### src/rtl/mpl_pkg.sv
`timescale 1ns / 1ps

package mpl_pkg;

  localparam int unsigned YearW    = 12;
  localparam int unsigned MonthW   = 4;
  localparam int unsigned DayW     = 5;
  localparam int unsigned PhaseW   = 16;
  localparam int unsigned LevelW   = 8;
  localparam int unsigned LedCount = 6;

  localparam int unsigned JdW    = 22;
  localparam int unsigned NW     = 24;
  localparam int unsigned FracW  = 32;
  localparam int unsigned ChunkW = 28;
  localparam int unsigned RecipW = 3 * ChunkW;
  localparam int unsigned RecipShift = 60;
  localparam int unsigned ProdW  = NW + ChunkW + 1;
  localparam int unsigned SumW   = FracW + RecipShift;

  localparam logic [13:0]     YearOffset  = 14'd4712;
  localparam logic [12:0]     Div100Mul   = 13'd5243;
  localparam int unsigned     Div100Shift = 19;
  localparam logic [6:0]      CentBias    = 7'd49;
  localparam logic [6:0]      CorrBias    = 7'd38;
  localparam logic [10:0]     DaysPer4Yr  = 11'd1461;
  localparam logic [JdW-1:0]  JdBias      = 22'd59;
  localparam logic [JdW-1:0]  GregSwitch  = 22'd2299160;
  localparam logic [24:0]     EpochTenths = 25'd24515501;

  localparam logic [127:0] SynodicE9 = 128'd29530588853;
  localparam logic [127:0] RecipNum  = 128'd100000000 << SumW;
  localparam logic [RecipW-1:0] RecipLo = RecipW'(RecipNum / SynodicE9);
  localparam logic [RecipW-1:0] RecipHi =
    RecipW'((RecipNum + SynodicE9 - 128'd1) / SynodicE9);

  localparam logic [FracW-1:0] FullLo    = 32'd2104533976;
  localparam logic [FracW-1:0] FullHi    = 32'd2190433320;
  localparam logic [FracW-1:0] HalfCycle = 32'h8000_0000;
  localparam logic [LevelW-1:0] LevelFull = 8'd255;
  localparam logic [LevelW-1:0] LevelOff  = 8'd0;

  typedef struct packed {
    logic [DayW-1:0]   day_of_month;
    logic [MonthW-1:0] month;
    logic [YearW-1:0]  year;
  } date_t;

  typedef logic [LedCount-1:0][LevelW-1:0] levels_t;

  // Days from March to the start of the month, after the year is rotated to begin in March.
  function automatic logic [8:0] month_term(input logic [MonthW-1:0] month);
    logic [8:0] term;
    unique case (month)
      4'd0:    term = 9'd275;
      4'd1:    term = 9'd306;
      4'd2:    term = 9'd337;
      4'd3:    term = 9'd0;
      4'd4:    term = 9'd31;
      4'd5:    term = 9'd61;
      4'd6:    term = 9'd92;
      4'd7:    term = 9'd122;
      4'd8:    term = 9'd153;
      4'd9:    term = 9'd184;
      4'd10:   term = 9'd214;
      4'd11:   term = 9'd245;
      4'd12:   term = 9'd275;
      4'd13:   term = 9'd306;
      4'd14:   term = 9'd337;
      default: term = 9'd367;
    endcase
    return term;
  endfunction

endpackage

### src/rtl/mpl_julian.sv
`timescale 1ns / 1ps

module mpl_julian (
  input  logic                          clk_i,
  input  logic                          rst_ni,
  input  logic                          valid_i,
  output logic                          ready_o,
  input  mpl_pkg::date_t                date_i,
  output logic                          valid_o,
  input  logic                          ready_i,
  output logic signed [mpl_pkg::NW-1:0] n_o
);
  import mpl_pkg::*;

  logic v1_q, v2_q, v3_q;
  logic en1, en2, en3;

  assign en3 = !v3_q || ready_i;
  assign en2 = !v2_q || en3;
  assign en1 = !v1_q || en2;
  assign ready_o = en1;
  assign valid_o = v3_q;

  logic              adj;
  logic              ty_neg;
  logic [YearW-1:0]  yr_m;
  logic [24:0]       q_prod;
  logic [6:0]        cent;
  logic [8:0]        cent3;
  logic signed [5:0] corr_d;
  logic [13:0]       yp_d;

  always_comb begin
    adj    = date_i.month <= 4'd2;
    ty_neg = (date_i.year == '0) && adj;
    yr_m   = date_i.year - YearW'(adj);
    q_prod = 25'(yr_m) * 25'(Div100Mul);
    cent   = 7'(q_prod[24:Div100Shift]) + CentBias;
    cent3  = {1'b0, cent, 1'b0} + {2'b0, cent};
    corr_d = ty_neg ? -6'sd2 : $signed(6'(7'(cent3[8:2]) - CorrBias));
    yp_d   = {2'b0, date_i.year} + YearOffset - 14'(adj);
  end

  logic [13:0]       yp_q;
  logic [8:0]        mterm_q;
  logic [DayW-1:0]   day_q;
  logic signed [5:0] corr1_q;

  logic [24:0]       yr_prod;
  logic [JdW-1:0]    jraw_d;
  logic [JdW-1:0]    jraw_q;
  logic signed [5:0] corr2_q;

  always_comb begin
    yr_prod = 25'(yp_q) * 25'(DaysPer4Yr);
    jraw_d  = 22'(yr_prod[24:2]) + 22'(mterm_q) + 22'(day_q) + JdBias;
  end

  logic [JdW-1:0] jd;
  logic [25:0]    tenths;
  logic signed [NW-1:0] n_d;

  always_comb begin
    jd = jraw_q;
    if (jraw_q > GregSwitch) begin
      jd = jraw_q - {{(JdW - 6){corr2_q[5]}}, corr2_q};
    end
    tenths = {1'b0, jd, 3'b0} + {3'b0, jd, 1'b0};
    n_d    = $signed(NW'(tenths - 26'(EpochTenths)));
  end

  always_ff @(posedge clk_i or negedge rst_ni) begin
    if (!rst_ni) begin
      v1_q <= 1'b0;
      v2_q <= 1'b0;
      v3_q <= 1'b0;
    end else begin
      if (en1) begin
        v1_q <= valid_i;
      end
      if (en2) begin
        v2_q <= v1_q;
      end
      if (en3) begin
        v3_q <= v2_q;
      end
    end
  end

  always_ff @(posedge clk_i) begin
    if (en1) begin
      yp_q    <= yp_d;
      mterm_q <= month_term(date_i.month);
      day_q   <= date_i.day_of_month;
      corr1_q <= corr_d;
    end
    if (en2) begin
      jraw_q  <= jraw_d;
      corr2_q <= corr1_q;
    end
    if (en3) begin
      n_o <= n_d;
    end
  end

endmodule

### src/rtl/mpl_phase.sv
`timescale 1ns / 1ps

module mpl_phase (
  input  logic                          clk_i,
  input  logic                          rst_ni,
  input  logic                          valid_i,
  output logic                          ready_o,
  input  logic signed [mpl_pkg::NW-1:0] n_i,
  output logic                          valid_o,
  input  logic                          ready_i,
  output logic [mpl_pkg::FracW-1:0]     frac_o
);
  import mpl_pkg::*;

  logic v1_q, v2_q;
  logic en1, en2;

  assign en2 = !v2_q || ready_i;
  assign en1 = !v1_q || en2;
  assign ready_o = en1;
  assign valid_o = v2_q;

  // The reciprocal is rounded down for a positive offset and up for a negative one, so the
  // product never lands above the exact value and its integer part is exact.
  logic [RecipW-1:0] recip;
  logic signed [ProdW-1:0] p0_d, p1_d, p2_d;
  logic signed [ProdW-1:0] p0_q, p1_q, p2_q;

  always_comb begin
    recip = n_i[NW-1] ? RecipHi : RecipLo;
    p0_d  = n_i * $signed({1'b0, recip[0 +: ChunkW]});
    p1_d  = n_i * $signed({1'b0, recip[ChunkW +: ChunkW]});
    p2_d  = n_i * $signed({1'b0, recip[2*ChunkW +: ChunkW]});
  end

  logic [SumW-1:0] sum;

  always_comb begin
    sum = {{(SumW - ProdW){p0_q[ProdW-1]}}, p0_q}
        + {{(SumW - ProdW - ChunkW){p1_q[ProdW-1]}}, p1_q, {ChunkW{1'b0}}}
        + {p2_q[SumW-2*ChunkW-1:0], {(2*ChunkW){1'b0}}};
  end

  always_ff @(posedge clk_i or negedge rst_ni) begin
    if (!rst_ni) begin
      v1_q <= 1'b0;
      v2_q <= 1'b0;
    end else begin
      if (en1) begin
        v1_q <= valid_i;
      end
      if (en2) begin
        v2_q <= v1_q;
      end
    end
  end

  always_ff @(posedge clk_i) begin
    if (en1) begin
      p0_q <= p0_d;
      p1_q <= p1_d;
      p2_q <= p2_d;
    end
    if (en2) begin
      frac_o <= sum[SumW-1:RecipShift];
    end
  end

endmodule

### src/rtl/mpl_leds.sv
`timescale 1ns / 1ps

module mpl_leds (
  input  logic                           clk_i,
  input  logic                           rst_ni,
  input  logic                           valid_i,
  output logic                           ready_o,
  input  logic [mpl_pkg::FracW-1:0]      frac_i,
  output logic                           valid_o,
  input  logic                           ready_i,
  output logic [mpl_pkg::PhaseW-1:0]     phase_o,
  output mpl_pkg::levels_t               levels_o
);
  import mpl_pkg::*;

  logic v1_q, v2_q;
  logic en1, en2;

  assign en2 = !v2_q || ready_i;
  assign en1 = !v1_q || en2;
  assign ready_o = en1;
  assign valid_o = v2_q;

  logic             full_d, wane_d;
  logic [FracW-1:0] span;
  logic [34:0]      slice_pos;

  always_comb begin
    full_d    = (frac_i >= FullLo) && (frac_i <= FullHi);
    wane_d    = frac_i > HalfCycle;
    span      = wane_d ? (32'd0 - frac_i) : frac_i;
    slice_pos = {span, 3'b0} + {1'b0, span, 2'b0};
  end

  logic              full_q, wane_q;
  logic [2:0]        slice_q;
  logic [FracW-1:0]  pos_q;
  logic [PhaseW-1:0] phase1_q;

  logic [39:0]       part_prod;
  logic [LevelW-1:0] part;
  logic [2:0]        lead;
  levels_t           levels_d;

  always_comb begin
    part_prod = {pos_q, 8'b0} - {8'b0, pos_q};
    part      = part_prod[39:32];
    lead      = 3'(LedCount - 1) - slice_q;
    for (int k = 0; k < LedCount; k++) begin
      if (full_q) begin
        levels_d[k] = LevelFull;
      end else if (!wane_q) begin
        levels_d[k] = (3'(k) < slice_q) ? LevelFull : ((3'(k) == slice_q) ? part : LevelOff);
      end else begin
        levels_d[k] = (3'(k) > lead) ? LevelFull : ((3'(k) == lead) ? part : LevelOff);
      end
    end
  end

  always_ff @(posedge clk_i or negedge rst_ni) begin
    if (!rst_ni) begin
      v1_q <= 1'b0;
      v2_q <= 1'b0;
    end else begin
      if (en1) begin
        v1_q <= valid_i;
      end
      if (en2) begin
        v2_q <= v1_q;
      end
    end
  end

  always_ff @(posedge clk_i) begin
    if (en1) begin
      full_q   <= full_d;
      wane_q   <= wane_d;
      slice_q  <= slice_pos[34:32];
      pos_q    <= slice_pos[31:0];
      phase1_q <= frac_i[FracW-1:FracW-PhaseW];
    end
    if (en2) begin
      phase_o  <= phase1_q;
      levels_o <= levels_d;
    end
  end

endmodule

### src/rtl/moon_phase_led_bar.sv
// Moon phase LED bar.
//
// A date request enters on the s_axis channel and one result leaves on the m_axis channel
// for every request, in order. The result carries the phase as a 16-bit fraction of the
// synodic month (0 new, 32768 full) and brightness levels for six LEDs.
//
// On the way from an accepted request to a valid result, three stages build the day number
// and the offset from the epoch, two form the phase through constant reciprocal partial
// products and their sum, and two derive the LED levels. Throughput is one request per
// cycle while m_axis_tready is high; every stage holds one request with its own valid bit.
//
// Reset clears every valid bit, so no result is pending afterwards. When the receiver
// stalls, the result holds on m_axis and the stages behind it keep filling empty slots;
// s_axis_tready falls only once all seven stages hold a request.
`timescale 1ns / 1ps

module moon_phase_led_bar (
  input  logic        clk_i,
  input  logic        rst_ni,
  input  logic        s_axis_tvalid,
  output logic        s_axis_tready,
  // year [11:0], month [15:12], day_of_month [20:16], zero [23:21]
  input  logic [23:0] s_axis_tdata,
  output logic        m_axis_tvalid,
  input  logic        m_axis_tready,
  // phase_fraction [15:0], led0_level [23:16] up to led5_level [63:56]
  output logic [63:0] m_axis_tdata
);
  import mpl_pkg::*;

  date_t date;

  assign date.year         = s_axis_tdata[11:0];
  assign date.month        = s_axis_tdata[15:12];
  assign date.day_of_month = s_axis_tdata[20:16];

  logic                 jul_valid, jul_ready;
  logic signed [NW-1:0] jul_n;
  logic                 ph_valid, ph_ready;
  logic [FracW-1:0]     ph_frac;
  logic [PhaseW-1:0]    phase;
  levels_t              levels;

  mpl_julian u_julian (
    .clk_i   (clk_i),
    .rst_ni  (rst_ni),
    .valid_i (s_axis_tvalid),
    .ready_o (s_axis_tready),
    .date_i  (date),
    .valid_o (jul_valid),
    .ready_i (jul_ready),
    .n_o     (jul_n)
  );

  mpl_phase u_phase (
    .clk_i   (clk_i),
    .rst_ni  (rst_ni),
    .valid_i (jul_valid),
    .ready_o (jul_ready),
    .n_i     (jul_n),
    .valid_o (ph_valid),
    .ready_i (ph_ready),
    .frac_o  (ph_frac)
  );

  mpl_leds u_leds (
    .clk_i    (clk_i),
    .rst_ni   (rst_ni),
    .valid_i  (ph_valid),
    .ready_o  (ph_ready),
    .frac_i   (ph_frac),
    .valid_o  (m_axis_tvalid),
    .ready_i  (m_axis_tready),
    .phase_o  (phase),
    .levels_o (levels)
  );

  assign m_axis_tdata = {levels, phase};

  // The input side can only be held off when a finished result is waiting.
  a_stall_needs_result : assert property (@(posedge clk_i) disable iff (!rst_ni)
    !s_axis_tready |-> m_axis_tvalid)
    else $error("input stalled with no result pending");

  a_full_band : assert property (@(posedge clk_i) disable iff (!rst_ni)
    m_axis_tvalid && (phase >= 16'd32113) && (phase <= 16'd33422)
    |-> (levels == {LedCount{LevelFull}}))
    else $error("full moon result without every LED at full level");

  a_waxing_order : assert property (@(posedge clk_i) disable iff (!rst_ni)
    m_axis_tvalid && (phase < 16'd32112)
    |-> (levels[0] >= levels[1]) && (levels[1] >= levels[2]) && (levels[2] >= levels[3])
        && (levels[3] >= levels[4]) && (levels[4] >= levels[5]) && (levels[5] != LevelFull))
    else $error("waxing levels do not fill from the left");

  a_waning_order : assert property (@(posedge clk_i) disable iff (!rst_ni)
    m_axis_tvalid && (phase >= 16'd33424)
    |-> (levels[0] <= levels[1]) && (levels[1] <= levels[2]) && (levels[2] <= levels[3])
        && (levels[3] <= levels[4]) && (levels[4] <= levels[5]) && (levels[0] != LevelFull))
    else $error("waning levels do not fill from the right");

endmodule
### config.mk
export PLATFORM = sky130hd
export DESIGN_NAME = moon_phase_led_bar
export DESIGN_NICKNAME = d
export VERILOG_FILES = /design/src/rtl/mpl_pkg.sv /design/src/rtl/mpl_julian.sv /design/src/rtl/mpl_phase.sv /design/src/rtl/mpl_leds.sv /design/src/rtl/moon_phase_led_bar.sv
export SDC_FILE = /design/constraint.sdc
export NUM_CORES = 2
export LEC_CHECK = 0
export BUFFER_PORTS_ARGS = -buffer_cell sky130_fd_sc_hd__buf_4
export CAP_MARGIN = 20
export CORE_ASPECT_RATIO = 0.9
export CORE_MARGIN = 2
export CORE_UTILIZATION = 66
export CTS_CLUSTER_DIAMETER = 100
export DETAILED_ROUTE_END_ITERATION = 10
export PLACE_DENSITY = 0.82
export SLEW_MARGIN = 20
export SYNTH_ARGS = -nofsm -noshare
export SYNTH_HDL_FRONTEND = slang
export SYNTH_SLANG_ARGS = --single-unit
### constraint.sdc
create_clock -name clk_i -period 10.65 [get_ports clk_i]
set_input_delay 0.5325 -clock clk_i [delete_from_list [all_inputs] [get_ports clk_i]]
set_output_delay 0.5325 -clock clk_i [all_outputs]
set_load 0.01 [all_outputs]
# After elaboration in Yosys (flattened, before gate mapping)
# Memory sizes are Yosys's and may differ from the RTL's. A register that Yosys moved wholly into a read port is not among the register bits.
# Cells that the tools add are included.
# word_totals
memories	1
rom_bits	144
output_inout_bits	66
input_bits	28
ff_bits	375
elab_cells	132
# mem_list
name	words	word_bits	read_ports	rd_ports_with_merged_regs	wr	line_no	rtl
(no name shown)	16	9	1	1	0	mpl_pkg.sv:54	unique case (month)
# classes
magnitude_cmp	17
multipliers	5
n_reduce_logical	19
muxes	33
eq_ne	10
n_addsub	18
# ops
op	n
$mux 8	30
$add 92x92->92	1
$add 53x81->82	1
$mul 24x28->52 const B	1
$mul 24x27->51	1
$sub 40x32->40	1
$mul 24x29->36 const B	1
$add 35x34->35	1
$ge 32x31->1 const B	1
$gt 32x32->1 const B	1
$le 32x32->1 const B	1
$mux 32	1
$sub 1x32->32 const A	1
$mul 12x13->25 const B	1
$add 24x23->24	1
$mul 14x11->24 const B	1
$sub 24x23->24 const B	1
$add 22x5->22	1
$add 22x6->22 const B	1
$add 22x9->22	1
$gt 22x22->1 const B	1
$mux 22	1
$sub 22x22->22	1
$add 12x13->14 const B	1
22 further kinds	49

# Depth between registers and ports, before layout
# logic_depth
word_depth	8
ltp_mapped	38
ltp_nobuf	38

# Modules after synthesis
# Synthesis repeated with hierarchy kept, for this count alone.
# hier_totals
cells_unflattened	5779
hier_area_um2	57412.6
# by_module_without_submodules
mod	area_each_um2	seq_area_each_um2	cells_each	instances
mpl_phase	36198.5	4284.1	3635	1
mpl_julian	13178.9	2627.5	1351	1
mpl_leds	8035.2	3503.4	793	1

# Least setup slack after synthesis
# OpenSTA, ideal clock, no wires.
# synth_path
path_type	input -> register
startpoint	input s_axis_tdata[14]
endpoint	register u_julian.corr1_q[5], data pin
required_ns	10.388
path_stages	34
t_arrival_ns	8.500
setup_slack_ns	1.888
n_path_buf	1
setup_ns	0.262
cell_sequence	clkbuf_1 > nor2_1 > o21a_1 > ha_1 > nand4_1 > nor4b_1 > xnor2_1 > xnor2_1 > ha_1 > fa_1 > fa_1 > fa_1 > inv_1 > fa_1 > inv_1 > ha_1 > a21o_1 > a21oi_1 > o21ai_0 > nor3_1 > o211a_1 > nor3_1 > a2111o_1 > a31oi_1 > or4b_1 > o211ai_1 > xnor2_1 > ha_1 > a21oi_1 > xnor2_1 > nor3_1 > xor2_1 > xnor2_1 > nand2_1
# synth_between
elab_chain_len	6
word_cells_on_any_way	7
classes_between	add/sub: 4; mul: 1; order compare: 1; reduce/logical: 1
# synth_lines
item	line_no	rtl
start: declaration	moon_phase_led_bar.sv:23	input logic [23:0] s_axis_tdata,
$le 4x2->1 (*)	mpl_julian.sv:34	adj = date_i.month <= 4'd2;
$sub 12x1->12	mpl_julian.sv:36	yr_m = date_i.year - YearW'(adj);
$mul 12x13->25	mpl_julian.sv:37	q_prod = 25'(yr_m) * 25'(Div100Mul);
$add 6x6->7	mpl_julian.sv:38	cent = 7'(q_prod[24:Div100Shift]) + CentBias;
$add 8x7->8	mpl_julian.sv:39	cent3 = {1'b0, cent, 1'b0} + {2'b0, cent};
$sub 6x6->6	mpl_julian.sv:40	corr_d = ty_neg ? -6'sd2 : $signed(6'(7'(cent3[8:2]) - CorrBias));
end signal: assignment	mpl_julian.sv:95	corr1_q <= corr_d;
end: declaration	mpl_julian.sv:47	logic signed [5:0] corr1_q;
# Mark *: on every way between the ends. The rest lies on a longest branch, timed or not.
# A chain may end at the register's enable or synchronous reset.

# Worst setup path after layout
# Ends and elaborated chain as after synthesis.

==> impl_metrics.env <==
export IMPL_netlist_top_cells_area="ha_1 25%, fa_1 25%, edfxtp_1 19%, inv_1 8.2%, xnor2_1 4.1%"
export IMPL_cts_root_buf="clkbuf_16"
export IMPL_slew_viol_final=0
export IMPL_worstPathMaxFanout=10
export IMPL_gp_congestion=1.05
export IMPL_dp_slack_ns=1.02
export IMPL_htreeDepth=2
export IMPL_whs_ns=0.109
export IMPL_ant_nets=0
export IMPL_fin_crit_sh_pct=85.1
export IMPL_setup_worst_path_class="input pin to flop"
export IMPL_synth_edf_count=340
export IMPL_crit_top_cell="xnor2_1"
export IMPL_hold_viol=0
export IMPL_final_nets=7152
export IMPL_multi_input_area_um2=39100
export IMPL_avgViaCountPerCell=5.93
export IMPL_start_kind="input pin"
export IMPL_syn_cell_area_um2=54000
export IMPL_start_util_pct=66.6
export IMPL_crit_family="adder cells"
export IMPL_fp_dieW_um=305
export IMPL_tns_ns=0
export IMPL_worst_ep_arrival_time_ns=9.40
export IMPL_clk_latency_ns=0.61
export IMPL_async_flop_share_pct=2.02
export IMPL_final_layout_size_suffix_gt1_share_pct=5.14
export IMPL_path_buf_inv=3
export IMPL_syn_mean_instance_area_um2=10.4
export IMPL_ys_seq_area_share_pct=19.2
export IMPL_grt_overflow=0
export IMPL_grt_max_degree=65
export IMPL_io_pins=94
export IMPL_drtPass1Iterations=5
export IMPL_drc=0
export IMPL_critical_path_slowest_cell="fa_1"
export IMPL_max_freq_mhz=110
export IMPL_clkSinkCount=347
export IMPL_setup_ws_ns=1.58
export IMPL_rsz0062_at_grt="false"
export IMPL_endpoint_kind="flop"
export IMPL_yosys_area_top_type="ha_1"
export IMPL_fp_coreArea_um2=81000
export IMPL_yosys_warnings=0
export IMPL_hold_class="input pin to flop"
export IMPL_ys_seq_elements=347
export IMPL_synth_top_area_share_pct=25.4
export IMPL_ys_types=90
export IMPL_vias=38300
export IMPL_first_iter_violations=3198
export IMPL_drv_cap=0
export IMPL_numCtsBuffers=42
export IMPL_final_cell_area_um2=57700
export IMPL_cts_buffer_depth=3
export IMPL_required_ns=10.98
export IMPL_place_hpwl_um=114000
export IMPL_fill_cells=5890
export IMPL_area_sequential_um2=10400
export IMPL_die_area_um2=84100
export IMPL_rows=99
export IMPL_slew_headroom_pct=23.4
export IMPL_wl_per_cell_um=21.3
export IMPL_grtUsageTotal_pct=33.5
export IMPL_status="finished, final reports clean"
export IMPL_antenna_found_initial=2
export IMPL_skew_ns=0.0301
export IMPL_placed_area_um2=56300
export IMPL_first_global_vias=39200
export IMPL_cts_tree="built"
export IMPL_wirelength_um=138000
export IMPL_clkTransAtPathRegs_ns=0.06
export IMPL_syn2layout_area_growth_pct=6.94
export IMPL_min_period_ns=9.07
export IMPL_setup_violations=0
export IMPL_tightest_slew_ns=1.15
export IMPL_synthFlopType="edfxtp_1"
export IMPL_cpPeakStageDelay_ns=0.56
export IMPL_cts_resized=0
export IMPL_grt_first_pass_wirelength_um=217000
export IMPL_die_h_um=275
export IMPL_synthCells=5202
export IMPL_portBuffers=90
[path summary, 6_finish.rpt]
kind	slack, ns	end	from	cells after the start
worst min-delay path	0.11	u_julian.v1_q	s_axis_tvalid	2
min in group asynchronous	0.28	u_leds.v1_q	rst_ni	2
max in group asynchronous	10.25	u_julian.valid_o	rst_ni	2
worst max-delay path	1.58	u_julian.corr1_q[5]	s_axis_tdata[14]	34
worst max register to register	1.74	u_phase.p1_q[50]	u_julian.n_o[13]	24
worst min register to register	0.42	u_julian.corr2_q[4]	u_julian.corr1_q[4]	0
[layout by cell type, fill, tap and decap left out, drive strengths merged, types with 29 or more instances in the layout]
cell type  count
o21bai        35
nand3         63
or2           29
nand2        150
a21oi        232
a21o         143
xnor2        251
xor2          82
clkbuf        47
nor2         195
inv         1191
edfxtp       340
nand4         32
o21a          34
ha          1094
fa           668
o21ai        164
and3          29
buf          136
nor3          62
nor2b         40
nand2b        52
[flip-flops by register name, summed over array words and instances, names as in the netlist, 3 cells and up]
name / cells
u_leds.phase_o: 16
u_phase.p1_q: 50
u_phase.frac_o: 32
u_julian.corr1_q: 6
u_julian.yp_q: 14
u_phase.p2_q: 35
u_julian.corr2_q: 6
u_julian.n_o: 23
u_julian.day_q: 5
u_leds.levels_o: 48
u_leds.phase1_q: 16
u_phase.p0_q: 23
u_leds.slice_q: 3
u_leds.pos_q: 30
u_julian.jraw_q: 22
u_julian.mterm_q: 9
[layout make-up]
| class | count | area share, % |
|---|---|---|
| Antenna cell | 2 | 0.00867 |
| Clock buffer | 47 | 1.92 |
| Clock inverter | 29 | 0.572 |
| Inverter | 1188 | 7.73 |
| Multi-Input combinational cell | 3646 | 67.7 |
| Sequential cell | 347 | 18.0 |
| Tap cell | 1060 | 2.30 |
| Timing Repair Buffer | 137 | 1.79 |
[cell families after synthesis]
kind of cell             count (synthesis)  synth area share [%]
XOR/XNOR                               333                  5.40
AO/OA/AOI/OAI                          806                  9.77
other                                    2                0.0139
AND/OR/NAND/NOR                        724                  6.66
adder cells (fa/ha/maj)               1762                  50.1
multiplexers                            16                 0.320
buffers and inverters                 1212                  8.44
flip-flops                             347                  19.2
[cells in the mapped netlist, types with 34 or more instances]
master / instances
a21o_1: 143
a21oi_1: 230
edfxtp_1: 340
fa_1: 668
ha_1: 1094
inv_1: 1186
nand2_1: 150
nand2b_1: 52
nand3_1: 63
nor2_1: 195
nor2b_1: 40
nor3_1: 60
o21a_1: 34
o21ai_0: 143
o21bai_1: 35
xnor2_1: 251
xor2_1: 82
[through the flow]
stage | cells | utilization (%)
after detailed placement | 6377 | 69.4
after floorplan | 5205 | -
after global placement | 6377 | 69.4
after global routing | 6454 | 71.2
after CTS | 6454 | 71.2
final | 6456 | 71.2
[per-layer routing]
| layer | wire [um] | global-route usage (%) | vias up |
|---|---|---|---|
| met4 | 4830 | 10.2 | 4 |
| met5 | 186 | 1.11 | - |
| met2 | 60300 | 51.6 | 1536 |
| met3 | 14800 | 10.1 | 317 |
| met1 | 57500 | 46.0 | 18800 |
| li1 | - | - | 17600 |
[what timing repair did]
| action | in CTS | in global routing |
|---|---|---|
| hold buffers | 1 | 0 |
| buffers inserted | 0 | 0 |
| hold endpoints to repair | 7 | 0 |
Power is left out: the tool's default activity adds up to more than one toggle a clock period on the data nets, which glitch-free logic cannot reach.
